===== src/hw/rtl/sbhd_pkg.sv =====
`timescale 1ns / 1ps

package sbhd_pkg;

  localparam int unsigned POS_W = 12;

  localparam logic ENC_BASE64 = 1'b0;
  localparam logic ENC_HEX    = 1'b1;

  localparam logic [1:0] ST_OK      = 2'd0;
  localparam logic [1:0] ST_INVALID = 2'd1;
  localparam logic [1:0] ST_OVER    = 2'd2;

  localparam logic [7:0] CH_PAD   = 8'h3d;
  localparam logic [7:0] CH_PLUS  = 8'h2b;
  localparam logic [7:0] CH_SLASH = 8'h2f;

  localparam logic [5:0] B64_LOWER_BASE = 6'd26;
  localparam logic [5:0] B64_DIGIT_BASE = 6'd52;
  localparam logic [5:0] B64_PLUS       = 6'd62;
  localparam logic [5:0] B64_SLASH      = 6'd63;

  typedef struct packed {
    logic [7:0] text_char;
    logic       last_char;
    logic       empty_end;
  } in_t;

  typedef struct packed {
    logic [7:0]       out_byte;
    logic             byte_valid;
    logic             done_res;
    logic [1:0]       status;
    logic [POS_W-1:0] error_offset;
  } out_t;

  // classified character handed from front to back
  typedef struct packed {
    logic       is_pad;
    logic       b64_ok;
    logic [5:0] b64_val;
    logic       hex_ok;
    logic [3:0] hex_val;
    logic       last_char;
    logic       empty_end;
  } mid_t;

endpackage


===== src/hw/rtl/strict_base64_hex_text_decoder.sv =====
`timescale 1ns / 1ps
// strict base64 / hex text decoder, one character per transaction
// input queue side: push with in_data while full is low; one character,
// or an empty end marker, per transaction
// result queue side: while empty is low out_data holds the oldest result;
// pop takes it. every input transaction gives exactly one result
// results carry a decoded byte when one completes and, at the end of a
// text, done with status and error offset; on an error status the
// receiver drops the bytes already delivered for that text
// cfg_we writes cfg_wdata as the encoding (0 base64, 1 hex) and drops
// any text in progress; write only while both queues are empty
// throughput: one character per cycle while the result queue is not
// full, sustained, set by the single update stage of the decoder state
// an input is registered in the inner queue and its result in the
// result queue before the result shows; the classify stage feeds a
// two-entry queue and the state update writes a two-entry result queue
// when pop is held low the result queue fills, then the inner queue, and
// full rises; nothing is lost. reset empties both queues, clears the
// decoder state and selects base64

module strict_base64_hex_text_decoder
  import sbhd_pkg::*;
#(
  parameter int unsigned MAX_OUT_BYTES  = 256,
  parameter int unsigned MAX_TEXT_CHARS = 4096
) (
  input  logic clk,
  input  logic rst_n,
  input  logic cfg_we,
  input  logic cfg_wdata,
  input  logic push,
  input  in_t  in_data,
  output logic full,
  input  logic pop,
  output out_t out_data,
  output logic empty
);

  localparam logic [POS_W-1:0] POS_CAP =
    (MAX_TEXT_CHARS < 4095) ? POS_W'(MAX_TEXT_CHARS) : POS_W'(4095);
  localparam int unsigned QDEPTH = 2;

  logic enc_r;
  logic mid_full, mid_push, mid_empty, mid_pop;
  mid_t mid_wdata, mid_rdata;
  logic out_full, out_push;
  out_t out_wdata;

  always_ff @(posedge clk) begin
    if (!rst_n) begin
      enc_r <= ENC_BASE64;
    end else if (cfg_we) begin
      enc_r <= cfg_wdata;
    end
  end

  sbhd_front u_front (
    .push     (push),
    .in_data  (in_data),
    .full     (full),
    .mid_full (mid_full),
    .mid_push (mid_push),
    .mid_data (mid_wdata)
  );

  sbhd_fifo #(.T(mid_t), .DEPTH(QDEPTH)) u_mid_q (
    .clk   (clk),
    .rst_n (rst_n),
    .push  (mid_push),
    .wdata (mid_wdata),
    .full  (mid_full),
    .pop   (mid_pop),
    .rdata (mid_rdata),
    .empty (mid_empty)
  );

  sbhd_back #(.MAX_OUT_BYTES(MAX_OUT_BYTES), .POS_CAP(POS_CAP)) u_back (
    .clk       (clk),
    .rst_n     (rst_n),
    .enc       (enc_r),
    .clear     (cfg_we),
    .mid_empty (mid_empty),
    .mid_data  (mid_rdata),
    .mid_pop   (mid_pop),
    .out_full  (out_full),
    .out_push  (out_push),
    .out_data  (out_wdata)
  );

  sbhd_fifo #(.T(out_t), .DEPTH(QDEPTH)) u_out_q (
    .clk   (clk),
    .rst_n (rst_n),
    .push  (out_push),
    .wdata (out_wdata),
    .full  (out_full),
    .pop   (pop),
    .rdata (out_data),
    .empty (empty)
  );

endmodule


===== src/hw/rtl/sbhd_fifo.sv =====
`timescale 1ns / 1ps

module sbhd_fifo #(
  parameter type T = logic,
  parameter int unsigned DEPTH = 2
) (
  input  logic clk,
  input  logic rst_n,
  input  logic push,
  input  T     wdata,
  output logic full,
  input  logic pop,
  output T     rdata,
  output logic empty
);

  localparam int unsigned PW = (DEPTH > 1) ? $clog2(DEPTH) : 1;
  localparam int unsigned CW = $clog2(DEPTH + 1);

  T                 mem_r [DEPTH];
  logic [PW-1:0]    wptr_r, wptr_nxt;
  logic [PW-1:0]    rptr_r, rptr_nxt;
  logic [CW-1:0]    cnt_r, cnt_nxt;
  logic             do_push, do_pop;

  assign full    = (cnt_r == CW'(DEPTH));
  assign empty   = (cnt_r == '0);
  assign do_push = push && !full;
  assign do_pop  = pop && !empty;
  assign rdata   = mem_r[rptr_r];

  always_comb begin
    wptr_nxt = wptr_r;
    rptr_nxt = rptr_r;
    cnt_nxt  = cnt_r;
    if (do_push) begin
      wptr_nxt = (wptr_r == PW'(DEPTH - 1)) ? '0 : wptr_r + PW'(1);
    end
    if (do_pop) begin
      rptr_nxt = (rptr_r == PW'(DEPTH - 1)) ? '0 : rptr_r + PW'(1);
    end
    if (do_push && !do_pop) begin
      cnt_nxt = cnt_r + CW'(1);
    end else if (do_pop && !do_push) begin
      cnt_nxt = cnt_r - CW'(1);
    end
  end

  always_ff @(posedge clk) begin
    if (!rst_n) begin
      wptr_r <= '0;
      rptr_r <= '0;
      cnt_r  <= '0;
    end else begin
      wptr_r <= wptr_nxt;
      rptr_r <= rptr_nxt;
      cnt_r  <= cnt_nxt;
    end
  end

  always_ff @(posedge clk) begin
    if (do_push) begin
      mem_r[wptr_r] <= wdata;
    end
  end

endmodule


===== src/hw/rtl/sbhd_front.sv =====
`timescale 1ns / 1ps

module sbhd_front
  import sbhd_pkg::*;
(
  input  logic push,
  input  in_t  in_data,
  output logic full,
  input  logic mid_full,
  output logic mid_push,
  output mid_t mid_data
);

  logic [7:0] c;

  assign c        = in_data.text_char;
  assign full     = mid_full;
  assign mid_push = push && !mid_full;

  always_comb begin
    mid_data           = '0;
    mid_data.last_char = in_data.last_char;
    mid_data.empty_end = in_data.empty_end;
    mid_data.is_pad    = (c == CH_PAD);

    // base64 alphabet
    if (c inside {[8'h41:8'h5a]}) begin
      mid_data.b64_ok  = 1'b1;
      mid_data.b64_val = 6'(c - 8'h41);
    end else if (c inside {[8'h61:8'h7a]}) begin
      mid_data.b64_ok  = 1'b1;
      mid_data.b64_val = 6'(c - 8'h61) + B64_LOWER_BASE;
    end else if (c inside {[8'h30:8'h39]}) begin
      mid_data.b64_ok  = 1'b1;
      mid_data.b64_val = 6'(c - 8'h30) + B64_DIGIT_BASE;
    end else if (c == CH_PLUS) begin
      mid_data.b64_ok  = 1'b1;
      mid_data.b64_val = B64_PLUS;
    end else if (c == CH_SLASH) begin
      mid_data.b64_ok  = 1'b1;
      mid_data.b64_val = B64_SLASH;
    end

    // hex digits, a bad one carries all ones
    if (c inside {[8'h30:8'h39]}) begin
      mid_data.hex_ok  = 1'b1;
      mid_data.hex_val = 4'(c - 8'h30);
    end else if (c inside {[8'h61:8'h66]}) begin
      mid_data.hex_ok  = 1'b1;
      mid_data.hex_val = 4'(c - 8'h61) + 4'd10;
    end else if (c inside {[8'h41:8'h46]}) begin
      mid_data.hex_ok  = 1'b1;
      mid_data.hex_val = 4'(c - 8'h41) + 4'd10;
    end else begin
      mid_data.hex_ok  = 1'b0;
      mid_data.hex_val = 4'hf;
    end
  end

endmodule


===== src/hw/rtl/sbhd_back.sv =====
`timescale 1ns / 1ps

module sbhd_back
  import sbhd_pkg::*;
#(
  parameter int unsigned MAX_OUT_BYTES = 256,
  parameter logic [POS_W-1:0] POS_CAP = 12'd4095
) (
  input  logic clk,
  input  logic rst_n,
  input  logic enc,
  input  logic clear,
  input  logic mid_empty,
  input  mid_t mid_data,
  output logic mid_pop,
  input  logic out_full,
  output logic out_push,
  output out_t out_data
);

  localparam int unsigned BW = $clog2(MAX_OUT_BYTES + 1);

  logic [11:0]      acc_r, acc_nxt;
  logic [2:0]       pb_r, pb_nxt;
  logic [POS_W-1:0] pos_r, pos_nxt;
  logic [BW-1:0]    bytes_r, bytes_nxt;
  logic             pad_seen_r, pad_seen_nxt;
  logic [POS_W-1:0] pad_start_r, pad_start_nxt;
  logic [1:0]       pad_len_r, pad_len_nxt;
  logic             bpo_v_r, bpo_v_nxt;
  logic [POS_W-1:0] bpo_off_r, bpo_off_nxt;
  logic             hn_v_r, hn_v_nxt;
  logic [3:0]       hn_r, hn_nxt;
  logic             err_v_r, err_v_nxt;
  logic             err_over_r, err_over_nxt;
  logic [POS_W-1:0] err_off_r, err_off_nxt;

  logic [3:0]       pb_sum;
  logic             byte_full;
  logic             cap_hit;
  logic             finish;
  logic [POS_W-1:0] d_off;
  logic [1:0]       p_cnt, dm, nm;
  logic             bad_struct;
  logic [11:0]      tail_mask;

  assign mid_pop  = !mid_empty && !out_full;
  assign out_push = mid_pop;
  assign pb_sum   = {1'b0, pb_r} + 4'd6;
  assign byte_full = pb_sum[3];
  assign cap_hit  = (bytes_r >= BW'(MAX_OUT_BYTES));
  assign finish   = mid_data.empty_end || mid_data.last_char;

  always_comb begin
    acc_nxt       = acc_r;
    pb_nxt        = pb_r;
    pos_nxt       = pos_r;
    bytes_nxt     = bytes_r;
    pad_seen_nxt  = pad_seen_r;
    pad_start_nxt = pad_start_r;
    pad_len_nxt   = pad_len_r;
    bpo_v_nxt     = bpo_v_r;
    bpo_off_nxt   = bpo_off_r;
    hn_v_nxt      = hn_v_r;
    hn_nxt        = hn_r;
    err_v_nxt     = err_v_r;
    err_over_nxt  = err_over_r;
    err_off_nxt   = err_off_r;
    out_data      = '0;
    d_off         = '0;
    p_cnt         = '0;
    dm            = '0;
    nm            = '0;
    bad_struct    = 1'b0;
    tail_mask     = '0;

    if (!mid_data.empty_end) begin
      if (enc == ENC_BASE64) begin
        if (pad_seen_r || mid_data.is_pad) begin
          if (!pad_seen_r) begin
            pad_seen_nxt  = 1'b1;
            pad_start_nxt = pos_r;
            pad_len_nxt   = 2'd1;
          end else begin
            if (pad_len_r != 2'd3) begin
              pad_len_nxt = pad_len_r + 2'd1;
            end
            if (!mid_data.is_pad && !bpo_v_r) begin
              bpo_v_nxt   = 1'b1;
              bpo_off_nxt = pos_r;
            end
          end
        end else begin
          pb_nxt = pb_sum[2:0];
          if (!mid_data.b64_ok) begin
            if (!err_v_r) begin
              err_v_nxt    = 1'b1;
              err_over_nxt = 1'b0;
              err_off_nxt  = pos_r;
            end
          end else if (!err_v_r) begin
            acc_nxt = {acc_r[5:0], mid_data.b64_val};
            if (byte_full) begin
              if (cap_hit) begin
                err_v_nxt    = 1'b1;
                err_over_nxt = 1'b1;
                err_off_nxt  = pos_r;
              end else begin
                out_data.out_byte   = 8'(acc_nxt >> pb_nxt);
                out_data.byte_valid = 1'b1;
                bytes_nxt           = bytes_r + BW'(1);
              end
            end
          end
        end
      end else begin
        if (!hn_v_r) begin
          hn_v_nxt      = 1'b1;
          hn_nxt        = mid_data.hex_val;
          pad_start_nxt = pos_r;
          if (!mid_data.hex_ok && !err_v_r) begin
            err_v_nxt    = 1'b1;
            err_over_nxt = 1'b0;
            err_off_nxt  = pos_r;
          end
        end else begin
          hn_v_nxt = 1'b0;
          hn_nxt   = '0;
          if (!mid_data.hex_ok) begin
            if (!err_v_r) begin
              err_v_nxt    = 1'b1;
              err_over_nxt = 1'b0;
              err_off_nxt  = pad_start_r;
            end
          end else if (!err_v_r) begin
            if (cap_hit) begin
              err_v_nxt    = 1'b1;
              err_over_nxt = 1'b1;
              err_off_nxt  = pad_start_r;
            end else begin
              out_data.out_byte   = {hn_r, mid_data.hex_val};
              out_data.byte_valid = 1'b1;
              bytes_nxt           = bytes_r + BW'(1);
            end
          end
        end
      end
      if (pos_r < POS_CAP) begin
        pos_nxt = pos_r + POS_W'(1);
      end
    end

    if (finish) begin
      out_data.done_res = 1'b1;
      d_off     = pad_seen_nxt ? pad_start_nxt : pos_nxt;
      p_cnt     = pad_seen_nxt ? pad_len_nxt : 2'd0;
      case (pb_nxt)
        3'd6:    dm = 2'd1;
        3'd4:    dm = 2'd2;
        3'd2:    dm = 2'd3;
        default: dm = 2'd0;
      endcase
      nm        = dm + p_cnt;
      tail_mask = 12'((12'd1 << pb_nxt) - 12'd1);
      bad_struct = (p_cnt == 2'd3) || (p_cnt != 2'd0 && nm != 2'd0) || (dm == 2'd1)
                || (p_cnt == 2'd1 && dm != 2'd3) || (p_cnt == 2'd2 && dm != 2'd2);

      if (enc == ENC_HEX && hn_v_nxt) begin
        out_data.status       = ST_INVALID;
        out_data.error_offset = pos_nxt;
      end else if (enc == ENC_BASE64 && bad_struct) begin
        out_data.status       = ST_INVALID;
        out_data.error_offset = d_off;
      end else if (enc == ENC_BASE64 && bpo_v_nxt) begin
        out_data.status       = ST_INVALID;
        out_data.error_offset = bpo_off_nxt;
      end else if (enc == ENC_BASE64 && !err_v_nxt && pb_nxt != 3'd0
                   && (acc_nxt & tail_mask) != 12'd0) begin
        out_data.status       = ST_INVALID;
        out_data.error_offset = d_off;
      end else if (err_v_nxt) begin
        out_data.status       = err_over_nxt ? ST_OVER : ST_INVALID;
        out_data.error_offset = err_off_nxt;
      end

      acc_nxt       = '0;
      pb_nxt        = '0;
      pos_nxt       = '0;
      bytes_nxt     = '0;
      pad_seen_nxt  = 1'b0;
      pad_start_nxt = '0;
      pad_len_nxt   = '0;
      bpo_v_nxt     = 1'b0;
      bpo_off_nxt   = '0;
      hn_v_nxt      = 1'b0;
      hn_nxt        = '0;
      err_v_nxt     = 1'b0;
      err_over_nxt  = 1'b0;
      err_off_nxt   = '0;
    end
  end

  always_ff @(posedge clk) begin
    if (!rst_n || clear) begin
      acc_r       <= '0;
      pb_r        <= '0;
      pos_r       <= '0;
      bytes_r     <= '0;
      pad_seen_r  <= 1'b0;
      pad_start_r <= '0;
      pad_len_r   <= '0;
      bpo_v_r     <= 1'b0;
      bpo_off_r   <= '0;
      hn_v_r      <= 1'b0;
      hn_r        <= '0;
      err_v_r     <= 1'b0;
      err_over_r  <= 1'b0;
      err_off_r   <= '0;
    end else if (mid_pop) begin
      acc_r       <= acc_nxt;
      pb_r        <= pb_nxt;
      pos_r       <= pos_nxt;
      bytes_r     <= bytes_nxt;
      pad_seen_r  <= pad_seen_nxt;
      pad_start_r <= pad_start_nxt;
      pad_len_r   <= pad_len_nxt;
      bpo_v_r     <= bpo_v_nxt;
      bpo_off_r   <= bpo_off_nxt;
      hn_v_r      <= hn_v_nxt;
      hn_r        <= hn_nxt;
      err_v_r     <= err_v_nxt;
      err_over_r  <= err_over_nxt;
      err_off_r   <= err_off_nxt;
    end
  end

endmodule


===== config.mk =====
export PLATFORM = sky130hd
export DESIGN_NAME = strict_base64_hex_text_decoder
export DESIGN_NICKNAME = d
export VERILOG_FILES = /design/src/hw/rtl/sbhd_pkg.sv /design/src/hw/rtl/strict_base64_hex_text_decoder.sv /design/src/hw/rtl/sbhd_fifo.sv /design/src/hw/rtl/sbhd_front.sv /design/src/hw/rtl/sbhd_back.sv
export SDC_FILE = /design/constraint.sdc
export NUM_CORES = 1
export LEC_CHECK = 0
export BUFFER_PORTS_ARGS = -buffer_cell sky130_fd_sc_hd__buf_2
export CAP_MARGIN = 20
export CORE_ASPECT_RATIO = 1.25
export CORE_UTILIZATION = 67
export CTS_CLUSTER_SIZE = 14
export DETAILED_ROUTE_END_ITERATION = 8
export MAX_ROUTING_LAYER = met4
export PLACE_DENSITY = 0.92
export SLEW_MARGIN = 20
export SYNTH_ARGS = -nofsm -noshare
export SYNTH_HDL_FRONTEND = slang
export SYNTH_HIERARCHICAL = 1
export SYNTH_SLANG_ARGS = --single-unit

===== constraint.sdc =====
create_clock -name clk -period 6.26 [get_ports clk]
set_clock_uncertainty 0.1 [all_clocks]
set_input_delay 0.313 -clock clk [delete_from_list [all_inputs] [get_ports clk]]
set_output_delay 0.313 -clock clk [all_outputs]
set_load 0.03 [all_outputs]

==> results.yml <==
route:
  drc: 0
  routed_wl_mm: 27.7
  via_per_inst: 6.90
  route.detailed.wl_per_inst_um: 22.1
  drt_iter0_drc: 1078
  ant_nets: 0
  num_vias: 8663
  first_pass_iters: 8
logic_synthesis:
  synth_xor_area_frac: 0.0213
  yosys-mux-area-fraction: 0.0769
  syn_avg_cell_area_um2: 9.22
  async_reset_ff_frac: 0
  yosys.area.top_type: "edfxtp_1"
  yosys.area_share.adder: 0.0368
  synth_top_family_by_area: "compound AO/OA/AOI/OAI gates"
  synth_cell_types: 85
  ys_seq_area_frac: 0.427
  synth-edff-count: 78
  yosysTopAreaCellShare: 0.238
  ys_seq_elements: 171
  ys_warn_count: 6
  ys_dominant_reg_cell: "dfxtp_1"
  synth_cells: 1068
  syn-num-nets: 1113
  synth-simple-area-share: 0.190
  netlist_area_mm2: 0.00985
  synth_area_leaders: "edfxtp_1, dfxtp_1, nor2_1"
  synth_compound_area_frac: 0.198
pwr:
  p_total_w: 0.00425
  p_sw_w: 0.00173
  ir_drop_mv: 0.348
  pwr-share-comb: 0.425
  pwr-share-clk: 0.232
  leakagePower_nw: 3.64
  intPower_w: 0.00252
  p_per_area_mw_per_mm2: 401
  pwr-share-seq: 0.343
  swShare: 0.408
sta:
  fin_tns_setup_ns: 0
  setup_viol: 0
  hold_violations: 0
  slew_headroom: 0.296
  rsz0062_at_grt: "no"
  worstMarginPinSlew_ns: 1.05
  fin_ws_ns: 1.30
  fmax_mhz: 202
  finalCriticalPeriod_ns: 4.96
  min_period_over_period: 0.792
  slew_viol_final: 0
cells_and_area:
  fillers: 1006
  diodes: 0
  multiInputGateArea_mm2: 0.00518
  layout-drive-gt1-share: 0.155
  seqCellArea_mm2: 0.00421
  fin_nets: 1111
  syn_to_final_growth_pct: 7.78
min_path:
  min_path_type: "input port to flip-flop"
placed_design:
  dp_slack_ns: 1.45
  hpwl_mm: 18.9
  place.gp.congestion: 1.15
  portBuffers: 41
global_route:
  grt_pass1_wl_mm: 42.7
  grt_max_degree: 44
  gr-total-overflow: 0
  grt_usage: 0.379
  grt_pass1_vias: 7910
  antenna_found_initial: 0
floorplanning:
  dieArea_mm2: 0.0152
  core_mm2: 0.0143
  die_h_um: 138
  num_rows: 49
  die_w_um: 110
  initial_core_util: 0.686
  ios: 42
setup_path:
  end_kind: "flip-flop"
  arrival_ns: 5.03
  start_kind: "flip-flop"
  path_class: "flip-flop to flip-flop"
  crit_fanout: 34
  crit_required_ns: 6.33
clocking:
  cts_made_buffers: 17
  clock-sinks: 171
  cts_resized: 0
  cts_buffer_depth: 2
  cts_root_buf: "clkbuf_16"
  clkTransAtPathRegs_ns: 0.06
  insertion_delay_ns: 0.44
  cts_tree: "built"
  htreeDepth: 4
run_status:
  outcome: "finished clean"
job:
  cap_violations: 0
[sequential cells by signal (all words and copies together), names as in the netlist, 4 cells and up, named ones only]
signal and cells:
u_back/err_off_r 12, u_back/acc_r 12, u_mid_q/mem_r 30, u_back/hn_r 4, u_back/pad_start_r 12, u_back/bytes_r 9, u_back/bpo_off_r 12, u_back/pos_r 12
u_out_q/mem_r 48
[final timing paths]
kind	from	to	slack, ns	cells after the start
max	flip-flop	u_out_q/mem_r[0][12]	1.30	16
max reg2reg	flip-flop	u_out_q/mem_r[0][12]	1.30	16
min reg2reg	u_back/hn_r[3]	u_back/hn_r[3]	0.38	2
min	cfg_wdata	enc_r	0.10	3
[routing by layer]
metal,up-vias,share of wire,global-route usage
met5,-,0,-
met4,0,0.072,0.259
met3,157,0.076,0.0748
met2,555,0.50,0.644
met1,4040,0.36,0.403
li1,3911,-,-
[Yosys cell counts (all sizes together) (10+ instances only)]
master / n
mux2: 45
a31oi: 21
clkbuf: 48
nand2: 79
nor2: 149
nor2b: 11
nand2b: 20
nand3: 28
inv: 31
mux2i: 25
and3: 11
xor2: 17
buf: 30
a22oi: 43
edfxtp: 78
o21ai: 48
nor3: 25
ha: 29
dfxtp: 93
o211ai: 12
a21oi: 69
nand4: 10
a221o: 10
[stage by stage]
step | instance area [µm²] | hold slack (ns) | instances | utilization
2_1_floorplan | 9850 | 0.331 | 1068 | -
3_3_place_gp | 10000 | 0.339 | 1222 | 0.698
3_5_place_dp | 10000 | 0.348 | 1222 | 0.699
4_1_cts | 10600 | 0.0953 | 1255 | 0.738
5_1_grt | 10600 | 0.122 | 1256 | 0.740
6_report | 10600 | 0.101 | 1256 | 0.740
[what timing repair did]
item	CTS	global route
hold buffers	2	0
setup buffers	0	0
hold endpoints to repair	4	0
[power by group through the flow]
| stage | combinational (W) | sequential (W) | clock [W] |
|---|---|---|---|
| after global placement | 0.00168 | 0.00146 | 0 |
| final | 0.00181 | 0.00146 | 0.000986 |
| after CTS | 0.00173 | 0.00146 | 0.000997 |
| after floorplan | 0.00134 | 0.00143 | 0 |
| after global routing | 0.00191 | 0.00147 | 0.00104 |
| after detailed placement | 0.00172 | 0.00148 | 0 |
[worst max-delay path: stages (launching register included)]
cell and delay [ns]:
dfxtp_1 0.33, buf_4 0.24, mux2_2 0.62, or2_2 0.48, nor3_2 0.45, nor2_1 0.07
a21oi_1 0.34, inv_1 0.14, ha_1 0.31, xor2_1 0.18, o221ai_1 0.18, o311a_1 0.26
nor2_1 0.06, buf_4 0.20, or3_1 0.42, a221oi_2 0.19, nor2_1 0.09
[kinds of logic after synthesis]
family | Yosys count
AO/OA/AOI/OAI | 282
XOR/XNOR | 24
adder cells (fa/ha/maj) | 29
buffers and inverters | 109
flip-flops | 171
multiplexers | 70
other | 1
AND/OR/NAND/NOR | 382
[final cells by class]
| type | instances | area share |
|---|---|---|
| clock buffer | 18 | 0.0404 |
| clock inverter | 13 | 0.0112 |
| inverter | 31 | 0.0110 |
| multi-input combinational | 788 | 0.488 |
| sequential | 171 | 0.396 |
| tap | 178 | 0.0210 |
| timing repair buffer | 57 | 0.0318 |
[layout by cell type (no fill, tap or decap), types with 21 or more instances in the layout]
| master | count |
|---|---|
| nor2_1 | 147 |
| dfxtp_1 | 92 |
| nand2_1 | 79 |
| edfxtp_1 | 78 |
| a21oi_1 | 66 |
| mux2_2 | 45 |
| a22oi_1 | 43 |
| buf_2 | 41 |
| o21ai_0 | 34 |
| inv_1 | 29 |
| ha_1 | 29 |
| nand3_1 | 28 |
| mux2i_1 | 25 |
| a31oi_1 | 21 |
Power figures use the tool's default switching activity.
